### config.mk
export PLATFORM = sky130hd
export DESIGN_NAME = kscp_ctrl
export DESIGN_NICKNAME = d
export VERILOG_FILES = /design/src/sv/kscp_pkg.sv /design/src/sv/kscp_ctrl.sv
export SDC_FILE = /design/constraint.sdc
export NUM_CORES = 1
export LEC_CHECK = 0
export ABC_AREA = 1
export CAP_MARGIN = 20
export CELL_PAD_IN_SITES_DETAIL_PLACEMENT = 0
export CELL_PAD_IN_SITES_GLOBAL_PLACEMENT = 1
export CORE_AREA = 3 3 50 75
export DETAILED_ROUTE_END_ITERATION = 8
export DIE_AREA = 0 0 53 78
export DONT_BUFFER_PORTS = 1
export HOLD_SLACK_MARGIN = 0.02
export MAX_ROUTING_LAYER = met4
export PLACE_DENSITY = 0.72
export SKIP_LAST_GASP = 1
export SLEW_MARGIN = 40
export SYNTH_ARGS = -nofsm -noshare
export SYNTH_HDL_FRONTEND = slang
export SYNTH_SLANG_ARGS = --single-unit
### constraint.sdc
create_clock -name clk -period 2.8 [get_ports clk]
set_input_delay 0.28 -clock clk [delete_from_list [all_inputs] [get_ports clk]]
set_output_delay 0.28 -clock clk [all_outputs]
set_load 0.02 [all_outputs]
### src/sv/kscp_pkg.sv
package kscp_pkg;

  typedef enum logic [1:0] {
    MODE_WRITE = 2'd0,
    MODE_START = 2'd1,
    MODE_STOP  = 2'd2,
    MODE_TICK  = 2'd3
  } mode_t;

  localparam int unsigned ACC_W  = 36;   // Horner accumulator width
  localparam int unsigned FOV_W  = 18;
  localparam int unsigned T_W    = 16;

  // Commands from the controller to the datapath.
  typedef struct packed {
    logic       latch_in;    // capture the request fields
    logic       wr_key;      // write the table entry
    logic       add_time;    // saturating elapsed += delta
    logic       rd_last;     // read the last entry
    logic       rd_next;     // read entry cur+1 for the search
    logic       step_cur;    // cur <= cur + 1
    logic       clr_cur;     // cur <= 0
    logic       clr_time;    // elapsed <= 0
    logic       rd_pt;       // read point j (0..3) of the segment
    logic [1:0] pt_sel;
    logic       div_start;
    logic       hor_start;
    logic       out_last;    // load the result with the last key
    logic       out_fin;     // load the result from the spline
  } kscp_cmd_t;

  // Status from the datapath to the controller.
  typedef struct packed {
    logic at_end;      // elapsed >= time of last key
    logic next_le;     // cur+1 < n and time[cur+1] <= elapsed
    logic cur_ge_n;
    logic div_busy;
    logic hor_busy;
  } kscp_sts_t;

endpackage

### src/sv/kscp_ctrl.sv
module kscp_ctrl import kscp_pkg::*; (
  input  logic       clk,
  input  logic       rst_n,
  input  logic       in_valid,
  output logic       in_stall,
  input  logic [1:0] in_mode,
  input  logic       n_ok,
  input  kscp_sts_t  sts,
  input  logic       out_busy,
  output kscp_cmd_t  cmd,
  output logic       out_load
);

  typedef enum logic [9:0] {
    S_IDLE  = 10'b0000000001,
    S_DISP  = 10'b0000000010,
    S_RLAST = 10'b0000000100,
    S_CHK   = 10'b0000001000,
    S_SRCH  = 10'b0000010000,
    S_PTS   = 10'b0000100000,
    S_DIV   = 10'b0001000000,
    S_HOR   = 10'b0010000000,
    S_WAIT  = 10'b0100000000,
    S_EMIT  = 10'b1000000000
  } state_t;

  state_t     state_r, state_nxt;
  logic [1:0] pt_r, pt_nxt;
  logic       playing_r, playing_nxt;
  logic       fin_r, fin_nxt;
  mode_t      mode_r;

  always_ff @(posedge clk) begin
    if (!rst_n) begin
      state_r   <= S_IDLE;
      pt_r      <= '0;
      playing_r <= 1'b0;
      fin_r     <= 1'b0;
      mode_r    <= MODE_WRITE;
    end else begin
      state_r   <= state_nxt;
      pt_r      <= pt_nxt;
      playing_r <= playing_nxt;
      fin_r     <= fin_nxt;
      if (in_valid && !in_stall) mode_r <= mode_t'(in_mode);
    end
  end

  assign in_stall = (state_r != S_IDLE);

  always_comb begin
    state_nxt   = state_r;
    pt_nxt      = pt_r;
    playing_nxt = playing_r;
    fin_nxt     = fin_r;
    cmd         = '0;
    cmd.pt_sel  = pt_r;
    out_load    = 1'b0;
    unique case (state_r)
      S_IDLE: begin
        if (in_valid) begin
          cmd.latch_in = 1'b1;
          state_nxt    = S_DISP;
        end
      end
      S_DISP: begin
        state_nxt = S_IDLE;
        case (mode_r)
          MODE_WRITE: cmd.wr_key = 1'b1;
          MODE_START: playing_nxt = 1'b1;
          MODE_STOP: begin
            playing_nxt  = 1'b0;
            cmd.clr_cur  = 1'b1;
            cmd.clr_time = 1'b1;
          end
          default: begin
            if (playing_r && n_ok) begin
              cmd.add_time = 1'b1;
              state_nxt    = S_RLAST;
            end
          end
        endcase
      end
      S_RLAST: begin
        cmd.rd_last = 1'b1;
        state_nxt   = S_CHK;
      end
      S_CHK: begin
        if (sts.at_end) begin
          cmd.out_last = 1'b1;
          cmd.clr_cur  = 1'b1;
          cmd.clr_time = 1'b1;
          playing_nxt  = 1'b0;
          fin_nxt      = 1'b1;
          state_nxt    = S_WAIT;
        end else begin
          if (sts.cur_ge_n) cmd.clr_cur = 1'b1;
          fin_nxt   = 1'b0;
          state_nxt = S_SRCH;
        end
      end
      S_SRCH: begin
        // Each search step: read time[cur+1], then compare.
        if (pt_r == 2'd0) begin
          cmd.rd_next = 1'b1;
          pt_nxt      = 2'd1;
        end else if (sts.next_le) begin
          cmd.step_cur = 1'b1;
          pt_nxt       = 2'd0;
        end else begin
          pt_nxt    = 2'd0;
          state_nxt = S_PTS;
        end
      end
      S_PTS: begin
        cmd.rd_pt = 1'b1;
        pt_nxt    = pt_r + 2'd1;
        if (pt_r == 2'd3) state_nxt = S_DIV;
      end
      S_DIV: begin
        cmd.div_start = 1'b1;
        state_nxt     = S_HOR;
      end
      S_HOR: begin
        if (!sts.div_busy) begin
          cmd.hor_start = 1'b1;
          state_nxt     = S_WAIT;
        end
      end
      S_WAIT: begin
        if (!sts.hor_busy) begin
          if (!fin_r) cmd.out_fin = 1'b1;
          state_nxt = S_EMIT;
        end
      end
      S_EMIT: begin
        if (!out_busy) begin
          out_load  = 1'b1;
          state_nxt = S_IDLE;
        end
      end
      default: state_nxt = S_IDLE;
    endcase
  end

endmodule

### After elaboration in Yosys (flattened, before gate mapping)

Index checks and enable logic that the tools add are counted.

* flip-flop bits (word level): 16
* output and inout port bits: 17
* word-level logic and storage cells: 81

* add/subtract/negate cells: 1
* equality and inequality tests: 23
* muxes and demuxes: 42
* reduce and logical (&&, ||, !) cells: 10

Operators with widths (count)
* case mux 10 bit (10 select lines): 1
* 2-to-1 mux 10 bit: 8
* 2-to-1 mux 1 bit: 24
* != test 2 bit (second input constant): 8
* == test 10 x 1 -> 1 bit (second input constant): 1
* == test 10 bit (second input constant): 1
* == test 10 x 2 -> 1 bit (second input constant): 1
* == test 10 x 3 -> 1 bit (second input constant): 1
* == test 10 x 4 -> 1 bit (second input constant): 1
* == test 10 x 5 -> 1 bit (second input constant): 1
* == test 10 x 6 -> 1 bit (second input constant): 1
* == test 10 x 7 -> 1 bit (second input constant): 1
* == test 10 x 8 -> 1 bit (second input constant): 1
* == test 10 x 9 -> 1 bit (second input constant): 1
* != test 10 x 1 -> 1 bit (second input constant): 1
* 2-to-1 mux 9 bit: 1
* case mux 2 bit (2 select lines): 2
* AND reduction 7 bit: 1
* 2-to-1 mux 2 bit: 3
* == test 2 bit (second input constant): 2
* zero test 2 bit: 2
* case mux 1 bit (2 select lines): 2
* nonzero test 2 bit: 2
* 2-to-1 mux 3 bit: 1
* 7 further kinds: 8

### Longest topological paths before layout

Gate-level depths: netlist of run 1.

* depth after elaboration: 4
* mapped depth: 10
* gate-level depth less buffers: 10

### Worst setup path before layout of run 1

OpenSTA, ideal clock, no wires.

* path kind: register -> output
* from: reg state_r[4]
* to: out cmd[8] (netlist name)
* data arrival time: 1.308 ns
* required time: 2.520 ns
* path slack: 1.212 ns
* stages on the path, launching flop included: 6
* cells stage by stage: dfxtp_1 > nor2_2 > nand2_2 > nor3_1 > nand2_1 > o21ai_0

RTL lines
* from (decl): RTL line kscp_ctrl.sv:27 `state_t state_r, state_nxt;`
* from (signal assigned): RTL line kscp_ctrl.sv:41 `state_r <= state_nxt;`
* to (decl): RTL line kscp_ctrl.sv:10 `output kscp_cmd_t cmd,`

==> flow_summary.ini, run 1 <==
[logic_synthesis]
mappedNetlistArea_um2 = 1220
mapped_avg_cell_area_um2 = 6.49
fraction_of_the_yosys_area_taken_by_sequential_cells_pct = 26.3
ys_ff_latch = 16
synthesis.nets = 202
netlist-cell-type-count = 24
synth.yosys.warnings = 0
post_synth_inst_count = 188

[sta]
skew_ns = 0.00102
finalCritPeriodShare_pct = 71.7
worst-slew-pin-transition_ns = 0.636
report.final.hold_viol_count = 0
min_period_ns = 2.01
finalSetupTns_ns = 0
clock.fmax_mhz = 498
slew_viol_final = 0
setup_viol_count_final = 0
rsz0062_at_grt = no
max-slew-margin-rel_pct = 57.2

[final_layout]
layout.nets = 206
fillCellCount = 365
postLayoutCellArea_um2 = 1300
insertedDiodeCount = 0
mostFrequentLayoutCell = nand2_1
flow.area_growth_from_synthesis_pct = 6.36
final_cell_mix = 38 x nand2_1, 34 x nor2_1, 30 x inv_1
fraction_of_final_layout_cells_with_drive_strength_greater_than_1_pct = 17.4

[placement]
port_buffer_cells = 0
routabilityCongestion = 0.797
placedInstanceArea_um2 = 1260
dpl_wire_length_um = 2450

[min_path]
worstHoldPathType = primary input to flop

[clocking]
h-tree-depth = 1
cts_made_buffers = 3
cts.sinks = 16
cts.repair_timing.setup_buffer_count = 0
clkTransAtPathRegs_ns = 0.06
hold_bufs_inserted_after_cts = 0
root_driver = clkbuf_8
tritoncts = done
max-clock-path-buffers = 2
worstSkewPairLatency_ns = 0.25
ctsResizeCount = 0

[floorplanning]
die_width_um = 53
core.rowCount = 25
io_pins = 29
coreArea_um2 = 3160
floorplan.die.height_um = 78
design.die.area_um2 = 4130
floorplan.initialDensity_pct = 38.6

[routing]
detail_route.wl_per_cell_um = 12.9
firstDrtPassIters = 4
route.detailed.vias_per_inst = 4.94
number_of_nets_with_antenna_violations_after_routing = 0
dr_total_vias = 1136
initialDrtViolationCount = 26
routed_wl_um = 2980
drt_drc_violations_left = 0

[global_route]
grt_start_max_net_pins = 14
antenna_found_initial = 0
first_pass_grt_wire_length_um = 4910
globalRouteOverflowTotal = 0
first_global_vias = 1087
grtUsageTotal_pct = 16.2

[critical_path]
critPathArrivalTime_ns = 1.73
worstSetupEndpointType = output port
timing.setup.critical_path_class = flop to output port
timing.critical_path.from_type = flop
r2r_slack_ns = 1.10
critPathMaxFanout = 5
worst-endpoint-required_ns = 2.52

[run]
timing.max_cap.violations = 0

[outcome]
outcome = finished, final reports clean

[power_and_ir_drop]
total_leakage_power_nw = 0.707
vdd.ir_drop.worst_mv = 0.559
pwr_per_cell_area_nw_per_um2 = 1040
==> worst max-delay path, cell delays in order, from the launching register on <==
cell and delay (ns):
dfxtp_1 0.34, nor2_2 0.16, nand2_2 0.11, nor3_1 0.14
nand2_1 0.16, o21ai_0 0.56
==> final timing paths <==
| check | end | from | depth (start not counted) |
|---|---|---|---|
| worst max-delay path | cmd[8] | state_r[4] | 5 |
| worst min-delay path | state_r[4] | rst_n | 2 |
| worst max register to register | state_r[9] | pt_r[0] | 8 |
| worst min register to register | fin_r | fin_r | 2 |
==> state kept, by name, indices dropped and copies added, names as in the netlist <==
name	count
state_r	10
mode_r	2
pt_r	2
fin_r	1
playing_r	1
==> kinds of logic (layout without fill, tap and decap cells) <==
family / Yosys count / count (layout) / synth area share [%]
DFF: 16 / 16 / 26.3
adders and majority gates: 2 / 2 / 2.05
AOI/OAI and AO/OA: 15 / 15 / 8.31
buffers and inverters: 36 / 38 / 11.9
and+or+nand+nor: 119 / 119 / 51.5
==> layout make-up <==
cell class / count / area, µm² / share of cell area (%)
Tap cell: 40 / 50.0 / 3.86
Multi-Input combinational cell: 136 / 754 / 58.1
Inverter: 35 / 131 / 10.1
Sequential cell: 16 / 320 / 24.7
Clock buffer: 3 / 41.3 / 3.18
==> metal layers <==
metal  GRT usage (%)  vias up  wire length [µm]
met5               -        -                 0
met1            17.7      513              1170
met3            2.69        4               149
li1                -      595                 -
met2            28.0       24              1610
met4            6.65        0                48
==> cell usage after synthesis <==
cell / n / share of area [%]
a211oi_2: 1 / 1.0
a21oi_1: 3 / 1.2
a31oi_1: 1 / 0.51
clkbuf_8: 1 / 1.1
dfxtp_1: 16 / 26
ha_1: 2 / 2.1
inv_1: 30 / 9.2
inv_2: 5 / 1.5
nand2_1: 38 / 12
nand2_2: 4 / 2.1
nand2_4: 2 / 1.8
nand3_1: 12 / 4.9
nand3_2: 4 / 3.3
nand3_4: 2 / 2.9
nand4_1: 5 / 2.6
nor2_1: 34 / 10
nor2_2: 3 / 1.5
nor2_4: 8 / 7.4
nor3_1: 7 / 2.9
o211ai_2: 1 / 1.0
o21a_1: 1 / 0.62
o21ai_0: 4 / 1.6
o21ai_1: 1 / 0.41
o21bai_1: 3 / 1.8
==> per-stage QoR <==
stage	utilization, %	instances	worst slack [ns]	power, mW	hold slack [ns]
finish	41.1	230	0.792	1.34	0.144
global route	41.1	230	0.674	1.47	0.147
CTS	41.1	230	0.776	1.36	0.142
detailed placement	39.8	227	1.06	1.18	0.409
global placement	39.8	227	1.05	1.17	0.406
floorplan	-	188	1.21	1.04	0.415
==> power breakdown <==
part	leakage [nW]	switching, mW	total (mW)	internal, mW
Sequential	0.130	0.0648	0.350	0.285
Clock	0.0216	0.0817	0.177	0.0954
Combinational	0.555	0.553	0.816	0.263
Total	0.707	0.700	1.34	0.643
Note: power is estimated with default switching activity, not from simulation.
==> inputs of run 2 (changes only) <==
--- a/config.mk
+++ b/config.mk
@@ -5,17 +5,17 @@
 export SDC_FILE = /design/constraint.sdc
 export NUM_CORES = 1
 export LEC_CHECK = 0
-export ABC_AREA = 1
+export ABC_AREA = 0
 export CAP_MARGIN = 20
 export CELL_PAD_IN_SITES_DETAIL_PLACEMENT = 0
 export CELL_PAD_IN_SITES_GLOBAL_PLACEMENT = 1
-export CORE_AREA = 3 3 50 75
+export CORE_AREA = 3 3 48 72
 export DETAILED_ROUTE_END_ITERATION = 8
-export DIE_AREA = 0 0 53 78
+export DIE_AREA = 0 0 51 75
 export DONT_BUFFER_PORTS = 1
 export HOLD_SLACK_MARGIN = 0.02
 export MAX_ROUTING_LAYER = met4
-export PLACE_DENSITY = 0.72
+export PLACE_DENSITY = 0.73
 export SKIP_LAST_GASP = 1
 export SLEW_MARGIN = 40
 export SYNTH_ARGS = -nofsm -noshare
==> constraint.sdc (replaced) <==
create_clock -name clk -period 1.8 [get_ports clk]
set_input_delay 0.18 -clock clk [delete_from_list [all_inputs] [get_ports clk]]
set_output_delay 0.18 -clock clk [all_outputs]
set_load 0.02 [all_outputs]
==> run 2 against run 1 <==
Against the previous run:
- the flow now finishes with violations (setup timing)
- routed wire length is 16% higher
- clock skew up 0.0012 ns
- clock power up 54%
- global-route usage rose by 2.8 points
- sequential power increased by 19%
- combinational power fell by 50%
- die area down 7.5%
- sequential share of layout area decreased by 3.4 points
- via count rose by 8.7%
- register-to-register slack worse by 1.0 ns
- power decreased by 18%
- largest power group is now sequential cells
- highest routed layer unchanged
==> flow_summary.ini, run 2 <==
[clocking]
worstSkewPairLatency_ns = 0.25
hold_bufs_inserted_after_cts = 0
cts_made_buffers = 3
clkTransAtPathRegs_ns = 0.06
tritoncts = done
cts.sinks = 16
root_driver = clkbuf_8
h-tree-depth = 1
max-clock-path-buffers = 2

[logic_synthesis]
synthMostInstantiatedCell = dfxtp_1
synth.top_cells.by_area = dfxtp_1 29%, nand2_1 5.0%, nand3_1 4.5%
post_synth_inst_count = 149
synth_top_flop_cell = dfxtp_1
mapped_avg_cell_area_um2 = 7.53
synth_top_area_cell = dfxtp_1
synth_largest_type_area_fraction_pct = 28.5
yosys-top-cells-count = 16 x dfxtp_1, 15 x nand2_1, 12 x nor2_1
ys_ff_latch = 16
mappedNetlistArea_um2 = 1120
fraction_of_the_yosys_area_taken_by_sequential_cells_pct = 28.5
synthesis.nets = 163
netlist-cell-type-count = 42
synthArstFlopShare_pct = 0
synth.yosys.warnings = 0
post_synth_edffs = 0

[critical_path]
critPathMaxFanout = 7
timing.critical_path.from_type = flop
timing.setup.critical_path_class = flop to output port
critPathArrivalTime_ns = 1.63
worstSetupEndpointType = output port
reg2reg_depth = 4
worst-endpoint-required_ns = 1.62

[global_route]
globalRoute.busiestLayer = met2
grt_start_max_net_pins = 12
groute.layer.met1.usage_pct = 21.4
antenna_found_initial = 0
met2_demand_to_capacity_share_in_global_routing_pct = 33.6
first_global_vias = 1183
first_pass_grt_wire_length_um = 5380
globalRouteMet3Util_pct = 2.77
globalRouteOverflowTotal = 0
grtUsageTotal_pct = 19.0

[floorplanning]
design.die.area_um2 = 3830
floorplan.die.height_um = 75
die_width_um = 51
core.rowCount = 24
io_pins = 29
coreArea_um2 = 2910
floorplan.initialDensity_pct = 38.5

[final_layout]
flow.area_growth_from_synthesis_pct = 40.5
layout.nets = 197
largest_register_ffs = 10
final_util_pct = 54.1
fraction_of_final_layout_cells_with_drive_strength_greater_than_1_pct = 38.7
registers.top_by_ff_count = state_r
final_cell_mix = 38 x buf_4, 14 x nand2_1, 11 x nor2_1
top_regs = state_r x10, mode_r x2, pt_r x2
layout.cells.non_filler = 220
mostFrequentLayoutCell = buf_4
insertedDiodeCount = 0
postLayoutCellArea_um2 = 1580

[sta]
min_period_ns = 1.81
rsz0062_at_grt = yes
skew_ns = 0.00218
setup_viol_count_final = 3
finalCritPeriodShare_pct = 101
max-slew-margin-rel_pct = 76.7
clock.fmax_mhz = 552
worst_slack_ns = -0.0125
report.final.hold_viol_count = 0
slew_viol_final = 0
worst-slew-pin-transition_ns = 0.350

[run]
timing.max_cap.violations = 0

[placement]
routabilityCongestion = 0.903
place.detailed.instances = 207
port_buffer_cells = 0
dpl_wire_length_um = 2410
placedInstanceArea_um2 = 1340
post-place-ws_ns = 0.110

[power_and_ir_drop]
vdd.ir_drop.worst_mv = 0.617
total_leakage_power_nw = 0.641
power_mw = 1.10
pwr_per_cell_area_nw_per_um2 = 696

[routing]
number_of_nets_with_antenna_violations_after_routing = 0
firstDrtPassIters = 4
initialDrtViolationCount = 47
route.detailed.vias_per_inst = 5.61
routed_wl_um = 3440
drt_drc_violations_left = 0
detail_route.wl_per_cell_um = 15.6
dr_total_vias = 1235

[outcome]
violations = setup timing
outcome = complete, but fails checks

[min_path]
worstHoldPathType = primary input to flop
worstHoldPathCells = 1
## run 2: changes by cell type after synthesis, sizes merged, moves of 4 or more
cell | previous run | this run
nand2 | 44 | 15
a21oi | 3 | 9
nand2b | 0 | 5
o21ai | 5 | 10
buf | 0 | 7
inv | 35 | 8
nor4 | 0 | 6
nor4b | 0 | 4
nand3 | 18 | 10
nor2 | 45 | 12
## run 2: critical path, cell delays in order (launching register included)
cell and delay [ns]:
dfxtp_2 0.37, or4_1 0.62, nor3_1 0.21, buf_4 0.17
## run 2: path summary, 6_finish.rpt
path	from	endpoint	slack (ns)
setup / recovery	state_r[1]	cmd[11]	-0.01
hold reg to reg	fin_r	fin_r	0.47
setup reg to reg	state_r[1]	state_r[0]	0.08
hold / removal	rst_n	state_r[4]	0.04
## run 2: through the flow
step / hold WS [ns] / setup TNS [ns]
6_report: 0.0378 / -0.0218
5_1_grt: 0.0416 / -0.664
3_5_place_dp: 0.303 / 0
3_3_place_gp: 0.303 / 0
4_1_cts: 0.0366 / -0.0551
2_1_floorplan: 0.316 / 0
## run 2: layout make-up
type / instances / area [µm²]
Multi-Input combinational cell: 115 / 825
Fill cell: 290 / 1340
Timing Repair Buffer: 39 / 297
Tap cell: 39 / 48.8
Sequential cell: 16 / 335
Inverter: 8 / 30.0
Clock buffer: 3 / 41.3
## run 2: where the power goes
group | internal (mW) | switching, mW | leakage, nW
clock network | 0.149 | 0.125 | 0.0216
logic | 0.203 | 0.204 | 0.486
registers | 0.376 | 0.0406 | 0.134
total | 0.727 | 0.370 | 0.641
## run 2: per-layer routing
metal  wire, µm  up-vias
met4         56        0
met3        160        6
li1           -      607
met1       1350      585
met5          0        -
met2       1880       37
## run 2: what timing repair did
action | 4_1_cts | 5_1_grt
gates resized for setup | 15 | 17
setup endpoints to repair | 13 | 18
pin swaps | 2 | 7
buffers inserted | 6 | 4
## run 2: cell families after synthesis
group	share of synthesized area, %
flip-flops	28.5
AO/OA/AOI/OAI	17.3
multiplexers	1.78
buffers and inverters	7.80
adder cells (fa/ha/maj)	2.23
AND/OR/NAND/NOR	40.8
XOR/XNOR	1.56
